`config.mk`:
```
export PLATFORM = sky130hd
export DESIGN_NAME = uuencode_line_encoder_core_flat
export DESIGN_NICKNAME = d
export VERILOG_FILES = /design/src/rtl/uuenc_pkg.sv /design/src/rtl/uuenc_if.sv /design/src/rtl/uuenc_out_buf.sv /design/src/rtl/uuencode_line_encoder_core.sv /design/src/flat_wrapper.sv
export SDC_FILE = /design/constraint.sdc
export NUM_CORES = 1
export LEC_CHECK = 0
export BUFFER_PORTS_ARGS = -buffer_cell sky130_fd_sc_hd__buf_4
export CORE_MARGIN = 2
export CORE_UTILIZATION = 35
export DETAILED_ROUTE_END_ITERATION = 16
export MAX_ROUTING_LAYER = met4
export SKIP_CTS_REPAIR_TIMING = 1
export SLEW_MARGIN = 20
export SYNTH_ARGS = -nofsm -noshare
export SYNTH_HDL_FRONTEND = slang
export SYNTH_HIERARCHICAL = 1
export SYNTH_SLANG_ARGS = --single-unit
```
`constraint.sdc`:
```
create_clock -name clk -period 8.4 [get_ports clk]
set_input_delay 0.42 -clock clk [delete_from_list [all_inputs] [get_ports clk]]
set_output_delay 0.42 -clock clk [all_outputs]
set_load 0.01 [all_outputs]
```
`src/rtl/uuenc_pkg.sv`:
```
// ----------------------------------------------------------------------------
// uuenc_pkg
// Shared constants, types and the character mapping of the uuencode line
// encoder.
// ----------------------------------------------------------------------------
package uuenc_pkg;

	// Bytes per full text line
	localparam int LINE_BYTES = 45;
	// Line buffer address and fill count widths
	localparam int ADDR_W = $clog2(LINE_BYTES);
	localparam int CNT_W  = $clog2(LINE_BYTES + 1);
	// Sum of a count and a small offset, with headroom
	localparam int SUM_W  = CNT_W + 1;

	localparam int BYTE_W = 8;
	localparam int CHAR_W = 7;

	localparam logic [CHAR_W-1:0] CHAR_NEWLINE  = 7'd10;
	localparam logic [CHAR_W-1:0] CHAR_BACKTICK = 7'd96;
	localparam logic [CHAR_W-1:0] CHAR_OFFSET   = 7'd32;

	// One output character and its end-of-line mark
	typedef struct packed {
		logic [CHAR_W-1:0] text_char;
		logic              line_end;
	} uuenc_res_t;

	// 6-bit value to printable character; zero becomes backtick
	function automatic logic [CHAR_W-1:0] uu_char(input logic [5:0] v);
		logic [CHAR_W-1:0] c;
		c = (v == 6'd0) ? CHAR_BACKTICK : ({1'b0, v} + CHAR_OFFSET);
		return c;
	endfunction

endpackage

```
`src/rtl/uuenc_if.sv`:
```
// ----------------------------------------------------------------------------
// uuenc_in_if / uuenc_out_if
// Valid/ready channels for raw data bytes in and text characters out.
// ----------------------------------------------------------------------------
interface uuenc_in_if;
	logic                          valid;
	logic                          ready;
	logic [uuenc_pkg::BYTE_W-1:0]  data_byte;
	logic                          end_of_data;

	modport source (output valid, output data_byte, output end_of_data, input ready);
	modport sink   (input valid, input data_byte, input end_of_data, output ready);
endinterface

interface uuenc_out_if;
	logic                          valid;
	logic                          ready;
	logic [uuenc_pkg::CHAR_W-1:0]  text_char;
	logic                          line_end;

	modport source (output valid, output text_char, output line_end, input ready);
	modport sink   (input valid, input text_char, input line_end, output ready);
endinterface

```
`src/rtl/uuenc_out_buf.sv`:
```
// ----------------------------------------------------------------------------
// uuenc_out_buf
// Two-entry output queue: decouples the character sequencer from a
// stalling receiver while keeping full rate.
// ----------------------------------------------------------------------------
module uuenc_out_buf (
	input  logic                  clk,
	input  logic                  arst_n,
	input  logic                  push_valid,
	input  uuenc_pkg::uuenc_res_t push_res,
	output logic                  push_ready,
	uuenc_out_if.source           text_out
);

	uuenc_pkg::uuenc_res_t ent_q [2];
	logic                  wr_ptr_q;
	logic                  rd_ptr_q;
	logic [1:0]            count_q;
	logic                  push;
	logic                  pop;

	assign push_ready = (count_q != 2'd2);
	assign push       = push_valid && push_ready;
	assign pop        = text_out.ready && (count_q != 2'd0);

	assign text_out.valid     = (count_q != 2'd0);
	assign text_out.text_char = ent_q[rd_ptr_q].text_char;
	assign text_out.line_end  = ent_q[rd_ptr_q].line_end;

	// Entry storage
	always_ff @(posedge clk) begin
		if (push) begin
			ent_q[wr_ptr_q] <= push_res;
		end
	end

	// Pointers and occupancy
	always_ff @(posedge clk or negedge arst_n) begin
		if (!arst_n) begin
			wr_ptr_q <= 1'b0;
			rd_ptr_q <= 1'b0;
			count_q  <= 2'd0;
		end else begin
			if (push) begin
				wr_ptr_q <= ~wr_ptr_q;
			end
			if (pop) begin
				rd_ptr_q <= ~rd_ptr_q;
			end
			case ({push, pop})
				2'b10:   count_q <= count_q + 2'd1;
				2'b01:   count_q <= count_q - 2'd1;
				default: count_q <= count_q;
			endcase
		end
	end

	// Occupancy never exceeds two entries
	a_count_range: assert property (@(posedge clk) disable iff (!arst_n)
		count_q != 2'd3)
		else $error("output queue overfilled");

	// After a push the queue presents a valid character next cycle
	a_push_shows: assert property (@(posedge clk) disable iff (!arst_n)
		push |=> text_out.valid)
		else $error("pushed character not presented");

	// Pointers differ exactly when one entry is held
	a_ptr_count: assert property (@(posedge clk) disable iff (!arst_n)
		(count_q == 2'd1) == (wr_ptr_q != rd_ptr_q))
		else $error("queue pointers out of step with count");

endmodule

```
`src/rtl/uuencode_line_encoder_core.sv`:
```
// ----------------------------------------------------------------------------
// uuencode_line_encoder_core
// Buffers data bytes into lines and emits each line as uuencode text.
// ----------------------------------------------------------------------------
// Usage:
//   data_in  : one data byte per request; end_of_data marks the last byte
//              and flushes a partial line.
//   text_out : one ASCII character per request: the length character, four
//              characters per group of three bytes (zero padded), then a
//              newline with line_end set.
// Bytes are written into a single-port line memory at one per cycle while
// the line fills. On the byte that completes a line (45 bytes) or carries
// end_of_data, data_in drops ready until the whole line has been handed to
// the output queue. The length character is requested in the cycle after
// that byte; each group then reads its bytes from the memory in S_RD (three
// read slots on one port, registered read data) and issues its four
// characters in S_CHR, and the newline follows the last group.
// A stalled receiver holds the two-entry output queue full and the
// sequencer waits; nothing is dropped. Reset empties the line and the
// queue; the line memory is not cleared, since only bytes written for the
// current line are ever read.
// ----------------------------------------------------------------------------
module uuencode_line_encoder_core (
	input  logic        clk,
	input  logic        arst_n,
	uuenc_in_if.sink    data_in,
	uuenc_out_if.source text_out
);

	typedef enum logic [2:0] {
		S_FILL,
		S_LEN,
		S_RD,
		S_CHR,
		S_NL
	} state_t;

	state_t                              state_q;
	logic [uuenc_pkg::CNT_W-1:0]         fill_q;
	logic [uuenc_pkg::CNT_W-1:0]         len_q;
	logic [uuenc_pkg::CNT_W-1:0]         base_q;
	logic [1:0]                          sub_q;
	logic [1:0]                          chr_q;
	logic                                keep_q;
	logic [uuenc_pkg::BYTE_W-1:0]        b0_q;
	logic [uuenc_pkg::BYTE_W-1:0]        b1_q;
	logic [uuenc_pkg::BYTE_W-1:0]        b2_q;

	logic [uuenc_pkg::BYTE_W-1:0]        line_mem [uuenc_pkg::LINE_BYTES];
	logic [uuenc_pkg::BYTE_W-1:0]        rd_data_q;

	logic                                in_acc;
	logic [uuenc_pkg::CNT_W-1:0]         fill_nxt;
	logic                                flush;
	logic [uuenc_pkg::SUM_W-1:0]         rd_sum;
	logic [uuenc_pkg::SUM_W-1:0]         next_base;
	logic                                rd_en;
	logic [uuenc_pkg::ADDR_W-1:0]        rd_addr;
	logic [uuenc_pkg::BYTE_W-1:0]        cap_byte;
	logic [5:0]                          grp_val;
	logic                                push_valid;
	logic                                push_ready;
	uuenc_pkg::uuenc_res_t               push_res;

	// Input side
	assign data_in.ready = (state_q == S_FILL);
	assign in_acc        = data_in.valid && data_in.ready;
	assign fill_nxt      = fill_q + uuenc_pkg::CNT_W'(1);
	assign flush         = (fill_nxt == uuenc_pkg::CNT_W'(uuenc_pkg::LINE_BYTES))
	                       || data_in.end_of_data;

	// Read address for the byte at base + sub
	assign rd_sum    = uuenc_pkg::SUM_W'(base_q) + uuenc_pkg::SUM_W'(sub_q);
	assign rd_addr   = rd_sum[uuenc_pkg::ADDR_W-1:0];
	assign rd_en     = (state_q == S_RD) && (sub_q != 2'd3)
	                   && (rd_sum < uuenc_pkg::SUM_W'(len_q));
	assign next_base = uuenc_pkg::SUM_W'(base_q) + uuenc_pkg::SUM_W'(3);

	// Bytes past the line length read as zero
	assign cap_byte = keep_q ? rd_data_q : '0;

	// Line memory: write while filling, read while encoding
	always_ff @(posedge clk) begin
		if (in_acc) begin
			line_mem[fill_q[uuenc_pkg::ADDR_W-1:0]] <= data_in.data_byte;
		end
		if (rd_en) begin
			rd_data_q <= line_mem[rd_addr];
		end
	end

	// Six-bit value for the current character of a group
	always_comb begin
		case (chr_q)
			2'd0:    grp_val = b0_q[7:2];
			2'd1:    grp_val = {b0_q[1:0], b1_q[7:4]};
			2'd2:    grp_val = {b1_q[3:0], b2_q[7:6]};
			default: grp_val = b2_q[5:0];
		endcase
	end

	// Character request to the output queue
	always_comb begin
		push_valid         = 1'b0;
		push_res.text_char = uuenc_pkg::uu_char(grp_val);
		push_res.line_end  = 1'b0;
		case (state_q)
			S_LEN: begin
				push_valid         = 1'b1;
				push_res.text_char = uuenc_pkg::uu_char(6'(len_q));
			end
			S_CHR: begin
				push_valid = 1'b1;
			end
			S_NL: begin
				push_valid         = 1'b1;
				push_res.text_char = uuenc_pkg::CHAR_NEWLINE;
				push_res.line_end  = 1'b1;
			end
			default: begin
				push_valid = 1'b0;
			end
		endcase
	end

	// Group byte capture (payload, no reset)
	always_ff @(posedge clk) begin
		if (state_q == S_RD) begin
			case (sub_q)
				2'd1:    b0_q <= cap_byte;
				2'd2:    b1_q <= cap_byte;
				2'd3:    b2_q <= cap_byte;
				default: b0_q <= b0_q;
			endcase
		end
	end

	// Sequencer
	always_ff @(posedge clk or negedge arst_n) begin
		if (!arst_n) begin
			state_q <= S_FILL;
			fill_q  <= '0;
			len_q   <= '0;
			base_q  <= '0;
			sub_q   <= '0;
			chr_q   <= '0;
			keep_q  <= 1'b0;
		end else begin
			keep_q <= rd_en;
			case (state_q)
				S_FILL: begin
					if (in_acc) begin
						if (flush) begin
							len_q   <= fill_nxt;
							fill_q  <= '0;
							state_q <= S_LEN;
						end else begin
							fill_q <= fill_nxt;
						end
					end
				end
				S_LEN: begin
					if (push_ready) begin
						base_q  <= '0;
						sub_q   <= '0;
						state_q <= S_RD;
					end
				end
				S_RD: begin
					sub_q <= sub_q + 2'd1;
					if (sub_q == 2'd3) begin
						chr_q   <= '0;
						state_q <= S_CHR;
					end
				end
				S_CHR: begin
					if (push_ready) begin
						chr_q <= chr_q + 2'd1;
						if (chr_q == 2'd3) begin
							base_q <= next_base[uuenc_pkg::CNT_W-1:0];
							sub_q  <= '0;
							if (next_base >= uuenc_pkg::SUM_W'(len_q)) begin
								state_q <= S_NL;
							end else begin
								state_q <= S_RD;
							end
						end
					end
				end
				S_NL: begin
					if (push_ready) begin
						state_q <= S_FILL;
					end
				end
				default: begin
					state_q <= S_FILL;
				end
			endcase
		end
	end

	uuenc_out_buf u_out_buf (
		.clk        (clk),
		.arst_n     (arst_n),
		.push_valid (push_valid),
		.push_res   (push_res),
		.push_ready (push_ready),
		.text_out   (text_out)
	);

	// Fill count stays inside the line while filling
	a_fill_range: assert property (@(posedge clk) disable iff (!arst_n)
		fill_q < uuenc_pkg::CNT_W'(uuenc_pkg::LINE_BYTES))
		else $error("fill count beyond line length");

	// A flagged byte always starts a line flush
	a_eod_flush: assert property (@(posedge clk) disable iff (!arst_n)
		(in_acc && data_in.end_of_data) |=> (state_q == S_LEN && fill_q == '0))
		else $error("end of data did not flush the line");

	// Group base stays below the line length while encoding
	a_base_range: assert property (@(posedge clk) disable iff (!arst_n)
		(state_q == S_RD || state_q == S_CHR) |-> (base_q < len_q))
		else $error("group base past line length");

	// Newline request returns the block to filling
	a_nl_done: assert property (@(posedge clk) disable iff (!arst_n)
		(push_valid && push_ready && push_res.line_end) |=> data_in.ready)
		else $error("input not reopened after line end");

endmodule

```
`src/flat_wrapper.sv`:
```
// flat-port wrapper written by rule: the top's interface ports become plain ports
module uuencode_line_encoder_core_flat 
  (clk, arst_n, data_in_valid, data_in_data_byte, data_in_end_of_data, data_in_ready, text_out_valid, text_out_text_char, text_out_line_end, text_out_ready);
  uuenc_in_if data_in_i ();
  uuenc_out_if text_out_i ();
  input  logic clk;
  input  logic arst_n;
  input wire logic [$bits(data_in_i.valid)-1:0] data_in_valid;
  input wire logic [$bits(data_in_i.data_byte)-1:0] data_in_data_byte;
  input wire logic [$bits(data_in_i.end_of_data)-1:0] data_in_end_of_data;
  output wire logic [$bits(data_in_i.ready)-1:0] data_in_ready;
  output wire logic [$bits(text_out_i.valid)-1:0] text_out_valid;
  output wire logic [$bits(text_out_i.text_char)-1:0] text_out_text_char;
  output wire logic [$bits(text_out_i.line_end)-1:0] text_out_line_end;
  input wire logic [$bits(text_out_i.ready)-1:0] text_out_ready;
  assign data_in_i.valid = data_in_valid;
  assign data_in_i.data_byte = data_in_data_byte;
  assign data_in_i.end_of_data = data_in_end_of_data;
  assign data_in_ready = data_in_i.ready;
  assign text_out_valid = text_out_i.valid;
  assign text_out_text_char = text_out_i.text_char;
  assign text_out_line_end = text_out_i.line_end;
  assign text_out_i.ready = text_out_ready;
  uuencode_line_encoder_core u_core (.clk(clk), .arst_n(arst_n), .data_in(data_in_i), .text_out(text_out_i));
endmodule
```
# Yosys cells after proc, flatten, opt, wreduce, memory -nomap -nowiden
# Memories as Yosys holds them, arrays and structs flattened. A register that Yosys moved wholly into a read port is not among the register bits.
# Cells that the tools add are included.
dict set report totals {
  reg_bits 54
  elab_cells 108
  input_bits 13
  out_inout_bits 10
  memories 2
  mem_bits_rw 376
}
# memory depth width read_ports rd_clocked_by_memory_dff write_ports line_no
set memory_table {}
lappend memory_table {u_core.line_mem 45 8 1 1 1 uuencode_line_encoder_core.sv:49} ;# logic [uuenc_pkg::BYTE_W-1:0] line_mem [uuenc_pkg::LINE_BYTES];
lappend memory_table {u_core.u_out_buf.ent_q 2 8 1 0 1 uuenc_out_buf.sv:15} ;# uuenc_pkg::uuenc_res_t ent_q [2];
dict set report classes {
  mux 33
  reduce_logical 25
  n_addsub 9
  eq_ne 22
  order_cmp 2
  bitwise 2
}
# cell count
set op_table {}
lappend op_table {{two-way mux 3 bit} 8}
lappend op_table {{two-way mux 6 bit} 4}
lappend op_table {{case mux 6 bit (3 select lines)} 1}
lappend op_table {{inequality test 2 bit (second input constant)} 8}
lappend op_table {{case mux 3 bit (5 select lines)} 1}
lappend op_table {{adder 6 x 6 -> 7 bit (second input constant)} 2}
lappend op_table {{two-way mux 7 bit} 2}
lappend op_table {{case mux 7 bit (2 select lines)} 1}
lappend op_table {{logical NOT 6 bit} 2}
lappend op_table {{case mux 6 bit (2 select lines)} 1}
lappend op_table {{equality test 2 bit (second input constant)} 5}
lappend op_table {{two-way mux 2 bit} 5}
lappend op_table {{two-way mux 8 bit} 1}
lappend op_table {{case mux 2 bit (2 select lines)} 2}
lappend op_table {{AND reduction 2 bit} 4}
lappend op_table {{AND reduction 4 bit} 2}
lappend op_table {{nonzero test 2 bit} 4}
lappend op_table {{adder 6 x 2 -> 7 bit} 1}
lappend op_table {{adder 6 x 2 -> 7 bit (second input constant)} 1}
lappend op_table {{greater-or-equal comparator 7 x 6 -> 1 bit} 1}
lappend op_table {{less-than comparator 7 x 6 -> 1 bit} 1}
lappend op_table {{AND reduction 7 bit} 1}
lappend op_table {{adder 2 x 1 -> 2 bit (second input constant)} 3}
lappend op_table {{adder 6 x 1 -> 6 bit (second input constant)} 1}
lappend op_table {{17 further kinds} 31}

# Logic depth before layout (Yosys ltp)
dict set report depth {
  word_depth 6
  mapped_depth 10
}

# Modules after synthesis
# The synthesis kept the hierarchy.
# module cells_each area_each_um2 n_inst seq_area_each_um2
set modules_own_cells {}
lappend modules_own_cells {uuencode_line_encoder_core 913 17216.5 1 12421.9}
lappend modules_own_cells {uuenc_out_buf 42 770.7 1 580.6}

# Worst setup path before layout
# Ideal clock, no wire load.
dict set report synth_timing {
  path_kind {reg2reg}
  start {reg u_core/base_q[1] (netlist name)}
  end {reg u_core/rd_data_q[0] (netlist name), read port of u_core.line_mem, enable pin}
  arrival_time_ns 2.684
  path_buffers 2
  path_slack_ns 5.339
  stages_incl_launch_ff 11
  required_time_ns 8.023
  period_less_slack_ns 3.061
  path_cell_list {dfrtp_1 ha_1 a21o_1 a32oi_4 buf_6 buf_4 inv_1 ha_1 a21o_1 a21o_1 a21oi_1}
}
dict set report synth_via {
  elab_chain_len 3
}
# element line_no
set synth_rtl {}
lappend synth_rtl {{start, declared} uuencode_line_encoder_core.sv:41} ;# logic [uuenc_pkg::CNT_W-1:0] base_q;
lappend synth_rtl {{start signal, assigned} uuencode_line_encoder_core.sv:180} ;# base_q <= next_base[uuenc_pkg::CNT_W-1:0];
lappend synth_rtl {{adder 6 x 2 -> 7 bit} uuencode_line_encoder_core.sv:73} ;# assign rd_sum = uuenc_pkg::SUM_W'(base_q) + uuenc_pkg::SUM_W'(sub_q);
lappend synth_rtl {{less-than comparator 7 x 6 -> 1 bit} uuencode_line_encoder_core.sv:76} ;# && (rd_sum < uuenc_pkg::SUM_W'(len_q));
lappend synth_rtl {{logical AND 1 bit} uuencode_line_encoder_core.sv:76}
lappend synth_rtl {{named net u_core.rd_en} uuencode_line_encoder_core.sv:57} ;# logic rd_en;
lappend synth_rtl {{end, declared} uuencode_line_encoder_core.sv:50} ;# logic [uuenc_pkg::BYTE_W-1:0] rd_data_q;
# The timed path passes the listed nets, and every way through them passes these cells.
# A chain may end at the register's enable or synchronous reset.

# Final worst setup path
dict set report layout_timing {
  start {reg u_core/base_q[0] (netlist name)}
  end {reg u_core/rd_data_q[4] (netlist name), read port of u_core.line_mem (data pin)}
}
dict set report layout_via {
  elab_chain_len 3
}
# element line_no
set layout_rtl {}
lappend layout_rtl {{adder 6 x 2 -> 7 bit (*)} uuencode_line_encoder_core.sv:73}
lappend layout_rtl {{less-than comparator 7 x 6 -> 1 bit} uuencode_line_encoder_core.sv:76}
lappend layout_rtl {{logical AND 1 bit} uuencode_line_encoder_core.sv:76}
# Mark *: on every way between the ends. The rest lies on a longest branch, timed or not.

==> reports/metrics.cfg <==
[outcome]
status=completed

[cts]
path_clk_slew_ns=0.06
clk_latency_ns=0.58
cts_made_buffers=45
cts_max_level=2
cts_buffer_depth=3
clockRootBuffer=clkbuf_16
numClockSinks=438
cts_tree=yes

[grt]
grt_pass1_vias=8884
grt_usage_pct=15.2
grt_overflow=0
grt_pass1_wl_microns=58300
grt_max_degree=50
antenna_found_initial=0

[logic_synthesis]
synth.distinct_cells=49
synth-edff-count=408
syn-num-nets=993
postSynthCellCount=955
synth_top_flop_cell=edfxtp_1
yosys.area.top_type_share_pct=68.1
ys_seq_area_share_pct=72.3
synth_top_area_cell=edfxtp_1
ys_warn_count=6
syn_avg_cell_area_sq_um=18.8
ys_async_sr_fraction_pct=6.85
ys_ff_latch=438
syn_area_sq_um=18000
synthTopCellsByArea=edfxtp_1 (68%), mux4_2 (11%), dfrtp_1 (4.2%), mux2i_1 (1.8%), mux4_1 (1.8%)

[critical_path]
worst-path-max-fanout=49
cpMaxStageDelayCell=fa_4
cp_cell_sequence=ha_4 -> fa_4 -> buf_4 -> mux4_2 -> mux2i_1 -> a22o_1 -> a221oi_1 -> mux2_2
rrSetupSlack_ns=4.25
timing.rr.start=u_core/base_q[0]
cpPeakStageDelay_ns=1.34
reg2reg_to=u_core/rd_data_q[4]
worstPathArrival_ns=4.48
reg2reg_depth=8
cp-end-kind=flop
critPathTopFamily=adder cells
worst-path-buf-inv=1
path_class=reg -> reg
worstPathRequired_ns=8.74
start_kind=flop

[sta]
hold_viol=0
fin_crit_sh_pct=49.4
maxSlewViolCount=0
worstMarginPinSlew_ns=1.03
rsz0062_at_grt=false
fin_crit_ns=4.15
fmaxAchievable_mhz=241
setup_viol=0
relSlewSlack_pct=31.3
skew_ns=0.0142
fin_tns_setup_ns=0

[floorplan]
fp.dieW_microns=231
initial_core_util_pct=35.2
rows=83
dieArea_sq_um=53200
dieHeight_microns=231
ioPinCount=23
coreArea_sq_um=51100

[hold_path]
hp-start=text_out_ready
hp-class=in -> reg
min_to=u_core/u_out_buf/rd_ptr_q
holdPathStages=3

[route]
drc=0
via_count=8864
wl_microns=38400
drt_iter0_drc=811
dr.pass1.iters=6
viasPerCell=5.21
ant_nets=0
drt-wirelength-per-cell_microns=22.6

[place]
post-dp-hpwl_microns=23700
port_buffers=22
place.gp.congestion=0.806

[final_layout]
area_delta_synth_final_pct=12.5
seq_area_sq_um=13000
final_common_cell=edfxtp_1
final_util_pct=39.6
final_cell_mix=edfxtp_1 (408), mux4_2 (84), nor2_1 (76), clkbuf_16 (45), nand2_1 (33)
drive_gt1_share_pct=20.0
n_antenna_cell=0
nNetsFinal=1027
multi_input_area_sq_um=4690
nFillCells=4608

[pwr]
p_per_area_nw_per_um2=362
ir_drop_v=0.000256
leakagePower_uw=0.00680

[run]
cap_violations=0

## worst max-delay path by stage
stage | from | end | slack (ns) | cells past startpoint
3_5_place_dp | u_core/base_q[0] | u_core/rd_data_q[0] | 4.01 | 8
2_1_floorplan | u_core/base_q[1] | u_core/rd_data_q[0] | 5.34 | 10
5_1_grt | u_core/base_q[0] | u_core/rd_data_q[6] | 4.09 | 8
4_1_cts | u_core/base_q[0] | u_core/rd_data_q[7] | 3.98 | 8
6_report | u_core/base_q[0] | u_core/rd_data_q[4] | 4.25 | 8
3_3_place_gp | u_core/base_q[0] | u_core/rd_data_q[0] | 4.06 | 8
## cells in the mapped netlist, types with 6 or more instances
master    instances
edfxtp_1        408
or2_2             7
nand2_1          33
mux2_2           17
and2_1           12
mux4_2           84
buf_2            10
dfrtp_1          30
a21o_1            7
a221oi_1         10
nand3_1          10
nand2b_1          6
clkbuf_1         18
nor2_1           76
buf_6             7
ha_1             24
o21ai_0          21
a21oi_1          21
xnor2_1           9
mux2i_1          32
mux4_1           12
a22o_1           13
o22ai_1           8
inv_1            22
xor2_1            7
## power breakdown
part | internal, uW | total [uW] | switching [uW]
sequential | 2600 | 2740 | 141
clock | 1090 | 1910 | 822
combinational | 1280 | 2670 | 1390
## worst register-to-register path, delay by kind of cell, from the launching register on
| family | cells | cell delay, ns |
|---|---|---|
| buffers and inverters | 1 | 0.66 |
| flip-flops | 1 | 0.47 |
| AO/OA/AOI/OAI | 2 | 0.31 |
| adder cells (fa/ha/maj) | 2 | 1.56 |
| multiplexers | 3 | 0.91 |
## logic make-up after synthesis
logic type	count (synthesis)	share of synthesized area (%)
DFF	438	72.3
xor gates and xnor gates	16	0.779
muxes	145	15.1
and+or+nand+nor	170	4.38
adders and majority gates	25	1.78
AOI/OAI and AO/OA	97	3.79
buffers and inverters	64	1.86
## routing by layer
metal	up-vias	track usage [%]	part of all wire [%]	wire length, microns
met1	4664	21.1	46	17700
met2	227	23.3	47	18200
li1	3918	-	-	-
met4	0	4.29	1.8	695
met3	55	2.38	4.8	1830
met5	-	-	0	0
## state kept, by name, summed over array words and instances, names as in the netlist, 6 cells and up
register / flops
u_core/rd_data_q: 8
u_core/u_out_buf/ent_q: 16
u_core/b1_q: 8
u_core/len_q: 6
u_core/base_q: 6
u_core/line_mem: 360
u_core/b0_q: 8
u_core/b2_q: 8
u_core/fill_q: 6
## cell type report
| class | count | area share (%) |
|---|---|---|
| flip-flops and latches | 438 | 64.3 |
| multi-input cells | 453 | 23.2 |
| clock buffers | 58 | 5.86 |
| well taps | 680 | 4.21 |
| repair buffers | 28 | 1.05 |
| clock inverters | 21 | 1.01 |
| inverters | 23 | 0.427 |
## metrics by stage
step / instances / worst slack, ns / hold slack [ns] / total power [uW] / cell area, sq um
global placement: 1621 / 4.06 / 0.388 / 5460 / 18800
CTS: 1700 / 3.98 / -0.232 / 7410 / 20200
detailed placement: 1621 / 4.01 / 0.396 / 5480 / 18800
finish: 1701 / 4.25 / 0.141 / 7320 / 20200
global route: 1701 / 4.09 / 0.152 / 7690 / 20200
floorplan: 955 / 5.34 / 0.124 / 4720 / 18000
(Power assumes the default switching activity.)
